`src/hdl/ucg_pkg.sv`:
```
// ucg_pkg: shared types, codes and helpers for the udp checksum generator
// used by ucg_front, ucg_queue, ucg_back and udp_checksum_generator
// no dependencies
package ucg_pkg;

  // input item kinds carried in tuser
  localparam logic KIND_START = 1'b0;
  localparam logic KIND_BYTE  = 1'b1;

  // protocol constants
  localparam logic [15:0] UDP_HDR_BYTES = 16'd8;
  localparam logic [15:0] UDP_PROTO     = 16'd17;

  // port widths
  localparam int IN_TDATA_W  = 88;
  localparam int OUT_TDATA_W = 32;

  // queue between front and back
  localparam int Q_DEPTH = 4;
  localparam int Q_AW    = $clog2(Q_DEPTH);
  localparam int Q_CW    = $clog2(Q_DEPTH + 1);

  // header sum of nine 16-bit terms fits in 20 bits
  localparam int HSUM_W = 20;

  typedef enum logic {
    OP_START = 1'b0,
    OP_BYTE  = 1'b1
  } op_kind_t;

  // one queued operation for the back end
  typedef struct packed {
    op_kind_t          kind;
    logic              emit;   // start: empty payload, byte: last byte
    logic [HSUM_W-1:0] hsum;   // start only: plain sum of header terms
    logic [15:0]       ulen;   // start only: udp length
    logic [7:0]        data;   // byte only
  } q_entry_t;

  // 16-bit one's-complement add with end-around carry
  function automatic logic [15:0] oc_add16(input logic [15:0] a, input logic [15:0] b);
    logic [16:0] t;
    t = {1'b0, a} + {1'b0, b};
    return t[15:0] + {15'd0, t[16]};
  endfunction

  // fold a 20-bit plain sum down to 16 bits one's complement
  function automatic logic [15:0] fold20(input logic [HSUM_W-1:0] x);
    logic [16:0] t;
    t = {1'b0, x[15:0]} + {13'd0, x[19:16]};
    return t[15:0] + {15'd0, t[16]};
  endfunction

endpackage

```
`src/hdl/ucg_front.sv`:
```
// ucg_front: accepts input items, tracks the open packet and builds queue entries
// holds the source address register and forms the header sum
// depends on ucg_pkg
module ucg_front (
  input  logic                         clk,
  input  logic                         rst_n,
  input  logic                         cfg_wr_en,
  input  logic [31:0]                  cfg_wr_data,
  input  logic                         in_tvalid,
  output logic                         in_tready,
  // dest_address[31:0], source_port[47:32], dest_port[63:48],
  // payload_length[79:64], data_byte[87:80]
  input  logic [ucg_pkg::IN_TDATA_W-1:0] in_tdata,
  input  logic                         in_tuser,   // kind[0]
  input  logic                         q_full,
  output logic                         q_push,
  output ucg_pkg::q_entry_t            q_wdata
);
  import ucg_pkg::*;

  logic [31:0] src_addr_r;
  logic        open_r, open_nxt;
  logic [15:0] left_r, left_nxt;

  logic [31:0] dst_addr;
  logic [15:0] sport, dport, plen, ulen;
  logic [7:0]  dbyte;
  logic        accept;

  // field unpacking
  assign dst_addr = in_tdata[31:0];
  assign sport    = in_tdata[47:32];
  assign dport    = in_tdata[63:48];
  assign plen     = in_tdata[79:64];
  assign dbyte    = in_tdata[87:80];
  assign ulen     = plen + UDP_HDR_BYTES;

  assign in_tready = !q_full;
  assign accept    = in_tvalid && in_tready;

  // classify the item and build the queue entry
  always_comb begin
    open_nxt        = open_r;
    left_nxt        = left_r;
    q_push          = 1'b0;
    q_wdata.kind    = OP_BYTE;
    q_wdata.emit    = 1'b0;
    q_wdata.hsum    = {4'd0, src_addr_r[31:16]} + {4'd0, src_addr_r[15:0]}
                    + {4'd0, dst_addr[31:16]} + {4'd0, dst_addr[15:0]}
                    + {4'd0, UDP_PROTO} + {4'd0, ulen} + {4'd0, ulen}
                    + {4'd0, sport} + {4'd0, dport};
    q_wdata.ulen    = ulen;
    q_wdata.data    = dbyte;
    if (accept) begin
      if (in_tuser == KIND_START) begin
        q_push       = 1'b1;
        q_wdata.kind = OP_START;
        q_wdata.emit = (plen == 16'd0);
        open_nxt     = (plen != 16'd0);
        left_nxt     = plen;
      end else if (open_r) begin
        q_push       = 1'b1;
        q_wdata.kind = OP_BYTE;
        q_wdata.emit = (left_r == 16'd1);
        left_nxt     = left_r - 16'd1;
        if (left_r == 16'd1) begin
          open_nxt = 1'b0;
        end
      end
    end
  end

  // packet tracking and source address register
  always_ff @(posedge clk) begin
    if (!rst_n) begin
      src_addr_r <= '0;
      open_r     <= 1'b0;
      left_r     <= '0;
    end else begin
      if (cfg_wr_en) begin
        src_addr_r <= cfg_wr_data;
      end
      open_r <= open_nxt;
      left_r <= left_nxt;
    end
  end

endmodule

```
`src/hdl/ucg_queue.sv`:
```
// ucg_queue: small fifo of operations between front and back
// depends on ucg_pkg
module ucg_queue (
  input  logic              clk,
  input  logic              rst_n,
  input  logic              push,
  input  ucg_pkg::q_entry_t wdata,
  output logic              full,
  input  logic              pop,
  output logic              valid,
  output ucg_pkg::q_entry_t rdata
);
  import ucg_pkg::*;

  q_entry_t         mem_r [Q_DEPTH];
  logic [Q_AW-1:0]  wr_ptr_r, wr_ptr_nxt;
  logic [Q_AW-1:0]  rd_ptr_r, rd_ptr_nxt;
  logic [Q_CW-1:0]  count_r, count_nxt;

  assign full  = (count_r == Q_CW'(Q_DEPTH));
  assign valid = (count_r != '0);
  assign rdata = mem_r[rd_ptr_r];

  // pointer and count update
  always_comb begin
    wr_ptr_nxt = push ? wr_ptr_r + 1'b1 : wr_ptr_r;
    rd_ptr_nxt = pop  ? rd_ptr_r + 1'b1 : rd_ptr_r;
    count_nxt  = count_r;
    if (push && !pop) begin
      count_nxt = count_r + 1'b1;
    end else if (pop && !push) begin
      count_nxt = count_r - 1'b1;
    end
  end

  always_ff @(posedge clk) begin
    if (!rst_n) begin
      wr_ptr_r <= '0;
      rd_ptr_r <= '0;
      count_r  <= '0;
    end else begin
      wr_ptr_r <= wr_ptr_nxt;
      rd_ptr_r <= rd_ptr_nxt;
      count_r  <= count_nxt;
    end
  end

  // entry storage
  always_ff @(posedge clk) begin
    if (push) begin
      mem_r[wr_ptr_r] <= wdata;
    end
  end

endmodule

```
`src/hdl/ucg_back.sv`:
```
// ucg_back: runs queued operations on the checksum accumulator and drives results
// owns the output register
// depends on ucg_pkg
module ucg_back (
  input  logic                          clk,
  input  logic                          rst_n,
  input  logic                          q_valid,
  input  ucg_pkg::q_entry_t             q_rdata,
  output logic                          q_pop,
  output logic                          out_tvalid,
  input  logic                          out_tready,
  // checksum[15:0], udp_length[31:16]
  output logic [ucg_pkg::OUT_TDATA_W-1:0] out_tdata
);
  import ucg_pkg::*;

  logic [15:0] sum_r, sum_nxt;
  logic [7:0]  held_r, held_nxt;
  logic        odd_r, odd_nxt;
  logic [15:0] len_r, len_nxt;
  logic        oval_r, oval_nxt;
  logic [OUT_TDATA_W-1:0] odata_r, odata_nxt;

  logic        is_start;
  logic [15:0] start_sum, byte_sum, word;
  logic        can_out;

  assign is_start  = (q_rdata.kind == OP_START);
  assign start_sum = fold20(q_rdata.hsum);
  // pair bytes big-endian, pad an odd last byte with zero
  assign word      = odd_r ? {held_r, q_rdata.data} : {q_rdata.data, 8'h00};
  assign byte_sum  = (odd_r || q_rdata.emit) ? oc_add16(sum_r, word) : sum_r;
  assign can_out   = !oval_r || out_tready;
  assign q_pop     = q_valid && (!q_rdata.emit || can_out);

  // execute one operation per cycle; an emitting one waits for the output register
  always_comb begin
    sum_nxt   = sum_r;
    held_nxt  = held_r;
    odd_nxt   = odd_r;
    len_nxt   = len_r;
    oval_nxt  = oval_r && !out_tready;
    odata_nxt = odata_r;
    if (q_pop) begin
      if (is_start) begin
        sum_nxt = start_sum;
        odd_nxt = 1'b0;
        len_nxt = q_rdata.ulen;
      end else begin
        sum_nxt = byte_sum;
        odd_nxt = q_rdata.emit ? 1'b0 : !odd_r;
        if (!odd_r) begin
          held_nxt = q_rdata.data;
        end
      end
      if (q_rdata.emit) begin
        oval_nxt  = 1'b1;
        odata_nxt = is_start ? {q_rdata.ulen, ~start_sum} : {len_r, ~byte_sum};
      end
    end
  end

  always_ff @(posedge clk) begin
    if (!rst_n) begin
      odd_r  <= 1'b0;
      oval_r <= 1'b0;
    end else begin
      odd_r  <= odd_nxt;
      oval_r <= oval_nxt;
    end
  end

  // payload registers
  always_ff @(posedge clk) begin
    sum_r   <= sum_nxt;
    held_r  <= held_nxt;
    len_r   <= len_nxt;
    odata_r <= odata_nxt;
  end

  assign out_tvalid = oval_r;
  assign out_tdata  = odata_r;

endmodule

```
`src/hdl/udp_checksum_generator.sv`:
```
// udp_checksum_generator: udp length and checksum over pseudo-header, header and payload
// one item per cycle while the queue is not full; a packet's result is registered once its last
// item leaves the queue, held in an output register while the 4-entry queue keeps taking items
// throughput is set by the combinational 16-bit end-around add in the back end
// synchronous active-low reset clears queue, packet tracking, source address and output valid
// depends on ucg_pkg, ucg_front, ucg_queue, ucg_back
module udp_checksum_generator (
  input  logic                          clk,
  input  logic                          rst_n,
  input  logic                          cfg_wr_en,
  input  logic [31:0]                   cfg_wr_data,   // source_address
  input  logic                          in_tvalid,
  output logic                          in_tready,
  // dest_address[31:0], source_port[47:32], dest_port[63:48],
  // payload_length[79:64], data_byte[87:80]
  input  logic [ucg_pkg::IN_TDATA_W-1:0]  in_tdata,
  input  logic                          in_tuser,      // kind[0]
  output logic                          out_tvalid,
  input  logic                          out_tready,
  // checksum[15:0], udp_length[31:16]
  output logic [ucg_pkg::OUT_TDATA_W-1:0] out_tdata
);
  import ucg_pkg::*;

  logic     q_full, q_push, q_pop, q_valid;
  q_entry_t q_wdata, q_rdata;

  // front end: accept and classify
  ucg_front u_front (
    .clk         (clk),
    .rst_n       (rst_n),
    .cfg_wr_en   (cfg_wr_en),
    .cfg_wr_data (cfg_wr_data),
    .in_tvalid   (in_tvalid),
    .in_tready   (in_tready),
    .in_tdata    (in_tdata),
    .in_tuser    (in_tuser),
    .q_full      (q_full),
    .q_push      (q_push),
    .q_wdata     (q_wdata)
  );

  // operation queue
  ucg_queue u_queue (
    .clk   (clk),
    .rst_n (rst_n),
    .push  (q_push),
    .wdata (q_wdata),
    .full  (q_full),
    .pop   (q_pop),
    .valid (q_valid),
    .rdata (q_rdata)
  );

  // back end: accumulate and emit
  ucg_back u_back (
    .clk        (clk),
    .rst_n      (rst_n),
    .q_valid    (q_valid),
    .q_rdata    (q_rdata),
    .q_pop      (q_pop),
    .out_tvalid (out_tvalid),
    .out_tready (out_tready),
    .out_tdata  (out_tdata)
  );

endmodule
```
`config.mk`:
```
export PLATFORM = sky130hd
export DESIGN_NAME = udp_checksum_generator
export DESIGN_NICKNAME = d
export VERILOG_FILES = /design/src/hdl/ucg_pkg.sv /design/src/hdl/ucg_front.sv /design/src/hdl/ucg_queue.sv /design/src/hdl/ucg_back.sv /design/src/hdl/udp_checksum_generator.sv
export SDC_FILE = /design/constraint.sdc
export NUM_CORES = 1
export LEC_CHECK = 0
export ABC_CLOCK_PERIOD_IN_PS = 6100
export BUFFER_PORTS_ARGS = -buffer_cell sky130_fd_sc_hd__buf_2
export CAP_MARGIN = 40
export CORE_ASPECT_RATIO = 0.7
export CORE_MARGIN = 8
export CORE_UTILIZATION = 55
export DETAILED_ROUTE_END_ITERATION = 16
export GPL_TIMING_DRIVEN = 0
export PLACE_DENSITY = 0.78
export SKIP_LAST_GASP = 1
export SLEW_MARGIN = 20
export SYNTH_ARGS = -nofsm -noshare
export SYNTH_HDL_FRONTEND = slang
export SYNTH_SLANG_ARGS = --single-unit
```
`constraint.sdc`:
```
create_clock -name clk -period 6.1 [get_ports clk]
set_clock_uncertainty 0.15 [all_clocks]
set_input_delay 0.915 -clock clk [delete_from_list [all_inputs] [get_ports clk]]
set_output_delay 0.915 -clock clk [all_outputs]
set_load 0.03 [all_outputs]
```
==> implementation parameters <==
Parameter                              Value

Outcome
  Status    completed

Worst hold path
  Worst hold path endpoint    u_front.src_addr_r[18]$_SDFFE_PN0P_
  Worst Hold Depth    2
  Source of the worst hold timing path    u_front.src_addr_r[18]$_SDFFE_PN0P_
  Worst hold path type    reg -> reg

Routing
  Detailed-route via count    11,810
  Routed wirelength normalized by instance count    20.76 um
  Remaining antenna violation count    0
  Vias/cell    5.824
  Starting DRC count in detailed routing    1,122
  Residual DRC count    0
  Detailed-router iteration count before antenna repair    5
  Wire length after detailed routing    42.09 mm

GRT
  Overflow after GRT    0
  Vias in the first global route    12,280
  GRT Overall Usage    21.55%
  Pin count of the biggest net entering global routing    47
  Antenna violations before repair    0
  Wire length of the first global-routing pass    64.87 mm

Placement
  Gp weighted congestion    0.9011
  Pre-CTS setup slack    -0.6976 ns
  PortBufs    157
  Dpl cell area    0.01889 mm2
  Post-DP HPWL    30.46 mm

Layout
  Layout overhead on the synthesized area    16.88%
  Share of cells above drive strength 1    24.27%
  Final-stage net count    1,863
  Antenna fix cells    0
  Number of fill cells    2,219
  Area of all placed cells without fillers    0.02043 mm2
  Util after Layout    65.44%

Synthesis
  Number of distinct library cell variants in the gate-level netlist after synthesis    82
  Number of nets produced by synthesis    1,654
  Library cell with the highest instance count after synthesis    edfxtp_1
  Post-synthesis instance area    0.01748 mm2
  Sequential cell area fraction in the yosys report    50.86%
  List of most frequent post-synthesis cells    edfxtp_1 (256), inv_1 (143), nor2_1 (102), ha_1 (85), fa_1 (69)
  Async set or reset register ratio after synthesis    0%
  Cell types with the largest area share after synthesis    edfxtp_1 (44%), fa_1 (7.9%), dfxtp_1 (6.9%)
  Average instance area after synthesis    12.72 um2
  Post-synthesis cell count    1,374
  Number of register bits inferred by synthesis    316
  Portion of synthesized cell area occupied by the leading cell type    43.98%
  Main flop type after synthesis    edfxtp_1
  Library cell occupying the most area in the post-synthesis netlist    edfxtp_1
  Count of flip-flops with a built-in enable after synthesis    256
  Yosys warnings    0

Clock network
  CTS tree    done
  CTS max path bufs    3
  Number of sinks handled by clock tree synthesis    316
  Clk pin slew, worst setup/hold paths    0.06 ns
  Maximum level of the CTS H-tree    1
  Clock Root Buffer    clkbuf_16
  Clk_lat worst skew    0.58 ns
  Hold-fix buffer count after cts    0
  Number of buffers added by the clock tree synthesis step    31

Worst setup path
  Setup slack, reg-to-reg    0.12 ns
  Worst path max stage delay    0.56 ns
  Buffering stage count on the worst path with inverters included    5
  Category of the worst setup path launch point    flip-flop
  WP data required    6.26 ns
  Largest delay share family, worst path    adder cells
  Endpoint of the worst-slack reg-to-reg timing path    u_queue.mem_r[1][41]$_DFFE_PP_
  Top fanout value on the critical path    4
  Critical Path AT    6.14 ns
  Crit Reg-Reg Startpoint    u_front.src_addr_r[1]$_SDFFE_PN0P_
  Kind of end point of the critical path    flip-flop
  Slowest cell on the critical path    fa_1
  Critical setup path kind    reg -> reg
  Count of cells along the worst register-to-register path    26

STA
  Final Hold Slack    0.3500 ns
  Final clock period utilization by the worst path    98.04%
  Total setup violations reported at the end of the flow    0
  Final Hold Violating Endpoints    0
  Headroom to the max-slew limit    41.22%
  Pin slew with the least headroom to its limit    0.8754 ns
  Max-slew violation count    0
  Setup TNS after final layout    0 ns
  Final critical delay including setup and external delays    5.980 ns
  Fmax achieved    0.1672 GHz
  Final WS setup    0.1196 ns

Pwr
  Peak supply drop    0.0004093 V
  Lkg Pwr    7.980 nW
  Power density cells    581.3 mW/mm2

Floorplanning
  Standard-cell rows    54
  Core Region    0.03121 mm2
  Total I/O pin count    160
  Overall die area    0.03783 mm2
  Initial Utilization    55.99%
  Die outline height    165.1 um
  Width of the die    229.1 um

Flow run
  Max-cap check violation count    0
==> per-stage QoR <==
step	instances	power, W
after floorplan	1374	0.007597
after global placement	1951	0.008859
after detailed placement	1958	0.009132
after CTS	2020	0.01126
after global routing	2027	0.01259
final	2027	0.01188
==> worst min-delay path, cell delays in order, from the launching register on <==
cell and delay [ns]:
dfxtp_1 0.33, mux2i_1 0.07, nor2_1 0.07
==> power breakdown <==
part	switching [W]	internal (W)
sequential	0.000165	0.00338
combinational	0.00377	0.00267
clock	0.000829	0.00107
total	0.00476	0.00711
==> layout by cell type (no fill, tap or decap), types with 31 or more instances in the layout <==
cell       Yosys  routed
a21oi_1       49      42
buf_2          3     158
clkbuf_1      27      32
clkbuf_16      0      31
dfxtp_1       60      56
edfxtp_1     256     256
fa_1          69      68
ha_1          85      65
inv_1        143     140
mux2i_1       41      41
mux4_2        46      46
nand2_1       63      63
nor2_1       102     100
o21ai_0       49      36
xnor2_1       59      56
==> repair_timing <==
item / in CTS / in global routing
pin swaps: 10 / 51
buffers inserted: 7 / 6
resized for setup: 25 / 55
setup endpoints to repair: 53 / 51
==> cells by family (layout without fill, tap and decap cells) <==
| kind of cell | count (synthesis) | in the layout | share of synthesized area [%] |
|---|---|---|---|
| simple gates | 323 | 323 | 9.421 |
| xor+xnor | 84 | 84 | 4.295 |
| fa+ha+maj | 156 | 156 | 14.10 |
| flops | 316 | 316 | 50.86 |
| buf+inv | 183 | 416 | 3.995 |
| compound gates | 199 | 199 | 7.381 |
| mux | 113 | 113 | 9.951 |
==> how the worst max path moves through the flow <==
stage	from	endpoint	slack, ns	depth (start not counted)
6_report	u_front.src_addr_r[1]$_SDFFE_PN0P_	u_queue.mem_r[1][41]$_DFFE_PP_	0.12	26
3_3_place_gp	flip-flop	u_back.out_tdata[11]$_DFFE_PP_	-0.49	23
5_1_grt	u_front.src_addr_r[1]$_SDFFE_PN0P_	u_queue.mem_r[2][42]$_DFFE_PP_	-0.10	23
4_1_cts	u_front.src_addr_r[1]$_SDFFE_PN0P_	u_queue.mem_r[3][41]$_DFFE_PP_	0.006	25
2_1_floorplan	u_front.src_addr_r[1]$_SDFFE_PN0P_	u_queue.mem_r[0][43]$_DFFE_PP_	0.16	23
3_5_place_dp	u_front.src_addr_r[1]$_SDFFE_PN0P_	u_queue.mem_r[1][43]$_DFFE_PP_	-0.70	23
==> routing by layer <==
metal | up-vias | part of all wire (%) | global-route usage (%)
li1 | 5401 | - | -
met2 | 478 | 47 | 35.21
met4 | 0 | 2.5 | 5.580
met5 | - | 0 | 0
met3 | 77 | 7.3 | 3.806
met1 | 5849 | 44 | 29.88
==> cell type report <==
| type | instances | area, um2 | area share (%) |
|---|---|---|---|
| buffer | 35 | 143.9 | 0.7044 |
| clock buffer | 41 | 843.3 | 4.128 |
| clock inverter | 16 | 163.9 | 0.8024 |
| inverter | 144 | 540.5 | 2.646 |
| multi-input combinational | 875 | 8313 | 40.69 |
| sequential | 316 | 8894 | 43.54 |
| tap | 420 | 525.5 | 2.572 |
| timing repair buffer | 180 | 1005 | 4.918 |
==> flip-flops by register name, indices dropped and copies added, names as in the netlist, named ones only <==
signal / flops
u_back.out_tdata: 32
u_front.open_r: 1
u_back.len_r: 16
u_front.left_r: 16
u_front.src_addr_r: 32
u_back.odd_r: 1
u_queue.mem_r: 184
u_back.sum_r: 16
u_queue.rd_ptr_r: 2
u_back.out_tvalid: 1
u_queue.wr_ptr_r: 2
u_queue.count_r: 3
u_back.held_r: 8
Note: power is estimated with default switching activity, not from simulation.
